--- src/design/tdp_pkg.sv ---
// Shared types and constants of the trial-division prime test.
// No dependencies; every other design file imports this package.
`default_nettype none

package tdp_pkg;

   localparam int NUM_WIDTH_DEF = 32;

   typedef enum logic [1:0] {
      S_IDLE,
      S_LAUNCH,
      S_WAIT,
      S_REPLY
   } state_type;

endpackage

`default_nettype wire

--- src/design/trial_division_prime_test_top.sv ---
// Top level of the trial-division prime test: control sequencer around tdp_div.
// Depends on tdp_pkg and tdp_div.
//
// Usage: drive req_number and raise start while busy is low; that edge takes
// the beat. busy stays high until the answer has been shown. The answer comes
// back as one beat: rsp_valid is high for exactly one cycle with rsp_is_prime
// beside it, and the receiver cannot hold it off.
// Negative numbers, zero and one go straight to the reply state. Otherwise
// divisors 2, 3, ... are tried in turn; each trial launches the bit-serial
// divider from the launch state, waits in the wait state for its done strobe
// and then decides. The search stops once the divisor exceeds the quotient
// (prime) or a remainder is zero (composite). Up to sqrt(number) trials are
// run, so the divider loop sets how long an item takes, and one item is in
// flight at a time. Synchronous reset returns the block to idle and drops
// any item in progress; no result is given for it.
`default_nettype none

module trial_division_prime_test_top import tdp_pkg::*; #(
   parameter int NUM_WIDTH = NUM_WIDTH_DEF
) (
   input  wire logic                        clock,
   input  wire logic                        reset,
   input  wire logic                        start,
   output logic                             busy,
   input  wire logic signed [NUM_WIDTH-1:0] req_number,
   output logic                             rsp_valid,
   output logic                             rsp_is_prime
);

   state_type            state_ff, state_in;
   logic [NUM_WIDTH-1:0] num_ff;
   logic [NUM_WIDTH-1:0] d_ff;
   logic                 res_ff;
   logic                 accept;
   logic                 trivial;
   logic                 div_start;
   logic                 div_done;
   logic [NUM_WIDTH-1:0] div_quo;
   logic [NUM_WIDTH-1:0] div_rem;
   logic                 past_bound;

   assign accept     = start && !busy;
   // Negative, zero or one: never prime.
   assign trivial    = req_number[NUM_WIDTH-1] || (req_number[NUM_WIDTH-1:1] == '0);
   assign past_bound = d_ff > div_quo;

   tdp_div #(.NUM_WIDTH(NUM_WIDTH)) u_div (
      .clock     (clock),
      .reset     (reset),
      .start     (div_start),
      .dividend  (num_ff),
      .divisor   (d_ff),
      .done      (div_done),
      .quotient  (div_quo),
      .remainder (div_rem)
   );

   always_comb begin
      state_in = state_ff;
      unique case (state_ff)
         S_IDLE: begin
            if (accept) begin
               state_in = trivial ? S_REPLY : S_LAUNCH;
            end
         end
         S_LAUNCH: begin
            state_in = S_WAIT;
         end
         S_WAIT: begin
            if (div_done) begin
               state_in = (past_bound || (div_rem == '0)) ? S_REPLY : S_LAUNCH;
            end
         end
         S_REPLY: begin
            state_in = S_IDLE;
         end
         default: begin
            state_in = S_IDLE;
         end
      endcase
   end

   always_comb begin
      busy      = 1'b1;
      rsp_valid = 1'b0;
      div_start = 1'b0;
      unique case (state_ff)
         S_IDLE:   busy      = 1'b0;
         S_LAUNCH: div_start = 1'b1;
         S_WAIT:   busy      = 1'b1;
         S_REPLY:  rsp_valid = 1'b1;
         default:  busy      = 1'b1;
      endcase
   end

   always_ff @(posedge clock) begin
      if (reset) begin
         state_ff <= S_IDLE;
      end else begin
         state_ff <= state_in;
      end
      if (accept) begin
         num_ff <= req_number;
         d_ff   <= NUM_WIDTH'(2);
         res_ff <= 1'b0;
      end else if (state_ff == S_WAIT && div_done) begin
         // The bound test comes first: a divisor past the square root ends the search.
         if (past_bound) begin
            res_ff <= 1'b1;
         end else if (div_rem == '0) begin
            res_ff <= 1'b0;
         end else begin
            d_ff <= d_ff + 1'b1;
         end
      end
   end

   assign rsp_is_prime = res_ff;

   a_accept_busy: assert property (@(posedge clock) disable iff (reset)
      accept |=> busy)
      else $error("busy did not rise after an accepted beat");

   a_done_in_wait: assert property (@(posedge clock) disable iff (reset)
      div_done |-> (state_ff == S_WAIT))
      else $error("divider finished outside the wait state");

   a_reply_idle: assert property (@(posedge clock) disable iff (reset)
      rsp_valid |=> !busy)
      else $error("block not idle after a result beat");

   a_divisor_min: assert property (@(posedge clock) disable iff (reset)
      (state_ff == S_WAIT) |-> (d_ff >= NUM_WIDTH'(2)))
      else $error("trial divisor below two");

endmodule

`default_nettype wire

--- src/design/tdp_div.sv ---
// Bit-serial restoring divider: one quotient bit per cycle.
// Depends on tdp_pkg for the default operand width.
`default_nettype none

module tdp_div import tdp_pkg::*; #(
   parameter int NUM_WIDTH = NUM_WIDTH_DEF
) (
   input  wire logic                 clock,
   input  wire logic                 reset,
   input  wire logic                 start,
   input  wire logic [NUM_WIDTH-1:0] dividend,
   input  wire logic [NUM_WIDTH-1:0] divisor,
   output logic                      done,
   output logic      [NUM_WIDTH-1:0] quotient,
   output logic      [NUM_WIDTH-1:0] remainder
);

   localparam int CNT_W = $clog2(NUM_WIDTH);

   logic                 active_ff, active_in;
   logic                 done_ff, done_in;
   logic [CNT_W-1:0]     cnt_ff, cnt_in;
   logic [NUM_WIDTH-1:0] rem_ff, rem_in;
   logic [NUM_WIDTH-1:0] dq_ff, dq_in;
   logic [NUM_WIDTH:0]   trial;
   logic                 qbit;

   // The dividend shifts out at the top while quotient bits shift in at the bottom.
   assign trial = {rem_ff, dq_ff[NUM_WIDTH-1]} - {1'b0, divisor};
   assign qbit  = ~trial[NUM_WIDTH];

   always_comb begin
      active_in = active_ff;
      done_in   = 1'b0;
      cnt_in    = cnt_ff;
      rem_in    = rem_ff;
      dq_in     = dq_ff;
      if (start) begin
         active_in = 1'b1;
         cnt_in    = CNT_W'(NUM_WIDTH - 1);
         rem_in    = '0;
         dq_in     = dividend;
      end else if (active_ff) begin
         rem_in = qbit ? trial[NUM_WIDTH-1:0] : {rem_ff[NUM_WIDTH-2:0], dq_ff[NUM_WIDTH-1]};
         dq_in  = {dq_ff[NUM_WIDTH-2:0], qbit};
         cnt_in = cnt_ff - 1'b1;
         if (cnt_ff == '0) begin
            active_in = 1'b0;
            done_in   = 1'b1;
         end
      end
   end

   always_ff @(posedge clock) begin
      if (reset) begin
         active_ff <= 1'b0;
         done_ff   <= 1'b0;
      end else begin
         active_ff <= active_in;
         done_ff   <= done_in;
      end
      cnt_ff <= cnt_in;
      rem_ff <= rem_in;
      dq_ff  <= dq_in;
   end

   assign done      = done_ff;
   assign quotient  = dq_ff;
   assign remainder = rem_ff;

endmodule

`default_nettype wire
--- config.mk ---
export PLATFORM = sky130hd
export DESIGN_NAME = trial_division_prime_test_top
export DESIGN_NICKNAME = d
export VERILOG_FILES = /design/src/design/tdp_pkg.sv /design/src/design/trial_division_prime_test_top.sv /design/src/design/tdp_div.sv
export SDC_FILE = /design/constraint.sdc
export NUM_CORES = 1
export LEC_CHECK = 0
export BUFFER_PORTS_ARGS = -buffer_cell sky130_fd_sc_hd__buf_2
export CAP_MARGIN = 20
export CORE_UTILIZATION = 60
export DETAILED_ROUTE_END_ITERATION = 8
export GPL_ROUTABILITY_DRIVEN = 0
export HOLD_SLACK_MARGIN = 0.1
export PLACE_DENSITY = 0.76
export SETUP_SLACK_MARGIN = 0.02
export SLEW_MARGIN = 20
export SYNTH_ARGS = -nofsm -noshare
export SYNTH_HDL_FRONTEND = slang
export SYNTH_SLANG_ARGS = --single-unit
--- constraint.sdc ---
create_clock -name clock -period 3.5 [get_ports clock]
set_input_delay 0.175 -clock clock [delete_from_list [all_inputs] [get_ports clock]]
set_output_delay 0.175 -clock clock [all_outputs]
set_load 0.01 [all_outputs]
==> metrics.csv <==
metric,value,unit
status,"finished, final reports clean",
Worst setup EP type,flop,
antenna violations before repair,0,
DRC,0,
Syn Std Cell Area,8410,um^2
"Reg clk slew, reported paths",0.07,ns
placed insts,1131,
fin cells,1198,
Final Cycle Share,0.897,
R2R Setup Slk,0.36,ns
share of total power in combinational logic,0.485,
Pre-Repair DR Iteration Count,5,
largest net degree at the start of global routing,68,
HPWL Detailed,13.9,mm
first-pass GRT wire length,33.8,mm
input/output buffers,37,
Max VDD drop,605,uV
Final ANT Viol Nets,0,
Final Slew Violations,0,
"commonest non-fill, non-tap cell in the layout",nand2_1,
Die Y,120,um
setup TNS,0,ns
CP startpoint kind,flop,
worst-path fanout max,10,
setup bufs post-CTS,0,
"commonest cells after routing, fill and taps aside","nand2_1, o21ai_0, inv_1",
sequential share of power,0.274,
HP Class,in -> reg,
Tmin final,3.14,ns
MaxCap Viol Count,0,
htree depth,4,
chip width,120,um
Synth cell types,67,
fmax,318,MHz
P_leak,3.93,nW
# nets final,1111,
Clock Sinks,138,
final instance area,9730,um^2
share of cells above drive strength 1,0.0998,
"Seq/Total Area, Yosys",0.405,
Layout area overhead,15.7,%
CTS buffer count,17,
Global Route Usage Sum,0.300,
DR vias,7221,
syn_nets,1046,
cts repair resizes,0,
Die Area,14500,um^2
vias in the first global route,6841,
GR Overflow Total,0,
number of flops mapped to enable cells by yosys,64,
setup violators final,0,
placed cell areas,8740,um^2
skew final,0.0161,ns
Synth Flop Type,dfxtp_1,
RSZ-0062 raised after global routing,false,
Total Wirelength,20.7,mm
worst endpoint required time,3.85,ns
Pwr per Cell Area,840,nW/um^2
initial core utilization,0.625,
Slew headroom,0.370,
I/O Pins,38,
# diodes,0,
WL per Instance,17.3,um
Psw,0.00335,W
Root Buffer,clkbuf_16,
cell count after synthesis,944,
num rows,42,
cts hold-fix bufs,35,
Switching Fraction,0.411,
Syn Area/Cell,8.91,um^2
CP arrival,3.49,ns
Seq cells post-synth,138,
WHS,0.466,ns
CTS tree,yes,
core area,13500,um^2
Cell Int Power,0.00481,W
clock share of power,0.241,
Crit Path Class,reg -> reg,
via/cell ratio,6.03,
final hold violation count,0,
Worst-Margin Slew,0.945,ns
"Async S/R FF share, synth",0,
Clock Latency Late Sink,0.43,ns
Syn. warnings,0,
Clock Tree Buf Depth,2,
initial DRC count,574,
## final timing paths
path,from,endpoint,depth (start not counted)
worst max register to register,d_ff[13],u_div.remainder[10],11
worst min register to register,rsp_is_prime,rsp_is_prime,2
worst max-delay path,d_ff[13],u_div.remainder[10],11
worst min-delay path,req_number[9],num_ff[9],2
## cells by family (layout without fill, tap and decap cells)
family	after synthesis	count (layout)	share of synthesized area
and+or+nand+nor	308	308	0.191
AOI/OAI and AO/OA	253	253	0.184
xor gates and xnor gates	51	51	0.0549
buffers and inverters	120	198	0.0565
DFF	138	138	0.405
muxes	7	7	0.00833
adders and majority gates	67	67	0.101
## final cells by class
cell class / count / area (um^2)
clock buffers: 17 / 425
clock inverters: 15 / 209
fillers: 1025 / 3730
inverters: 83 / 312
multi-input cells: 686 / 4540
flip-flops and latches: 138 / 3400
well taps: 176 / 220
repair buffers: 83 / 618
## cell usage after synthesis, types with 20 or more instances
library cell  count  area share
a21o_1           23       0.021
a21oi_1          61       0.036
a31oi_1          23       0.017
clkbuf_1         23       0.010
dfxtp_1          74        0.18
edfxtp_1         64        0.23
ha_1             66       0.098
inv_1            83       0.037
nand2_1         105       0.047
nand3_1          20       0.012
nand4_1          21       0.016
nor2_1           54       0.024
nor4_1           24       0.018
o21ai_0          85       0.051
xnor2_1          42       0.044
## stage by stage
step           total power [W]   util  worst slack (ns)
2_1_floorplan          0.00518      -             0.743
3_3_place_gp           0.00606  0.650             0.388
3_5_place_dp           0.00608  0.650             0.404
4_1_cts                0.00810  0.723             0.390
5_1_grt                0.00874  0.723            0.0968
6_report               0.00817  0.723             0.359
## metal layers
metal | up-vias | GRT usage | wire length (um)
met5 | - | 0 | 0
met4 | 0 | 0.0995 | 520
met3 | 34 | 0.0594 | 1060
met2 | 219 | 0.500 | 9830
met1 | 3422 | 0.391 | 9310
li1 | 3546 | - | -
## power by group through the flow
stage                     clock (W)  combinational [W]  sequential, W
final                       0.00197            0.00396        0.00224
after global routing        0.00204            0.00443        0.00226
after CTS                   0.00197            0.00390        0.00223
after detailed placement          0            0.00382        0.00226
after global placement            0            0.00380        0.00226
after floorplan                   0            0.00301        0.00217
## flip-flops by register name, indices dropped and copies added, names as in the netlist
name             count
u_div.active_ff      1
rsp_is_prime         1
num_ff              32
u_div.quotient      32
u_div.remainder     32
d_ff                32
state_ff             2
u_div.done           1
u_div.cnt_ff         5
## critical path, stage by stage (launching register included)
cell and delay (ns):
dfxtp_1 0.46, inv_1 0.13, ha_1 0.40, nand4_1 0.23
nor4_1 0.35, o211ai_1 0.17, a21oi_1 0.29, o22ai_2 0.16
xor2_2 0.17, buf_4 0.19, or3_1 0.37, a31oi_1 0.15
Power figures use the tool's default switching activity.
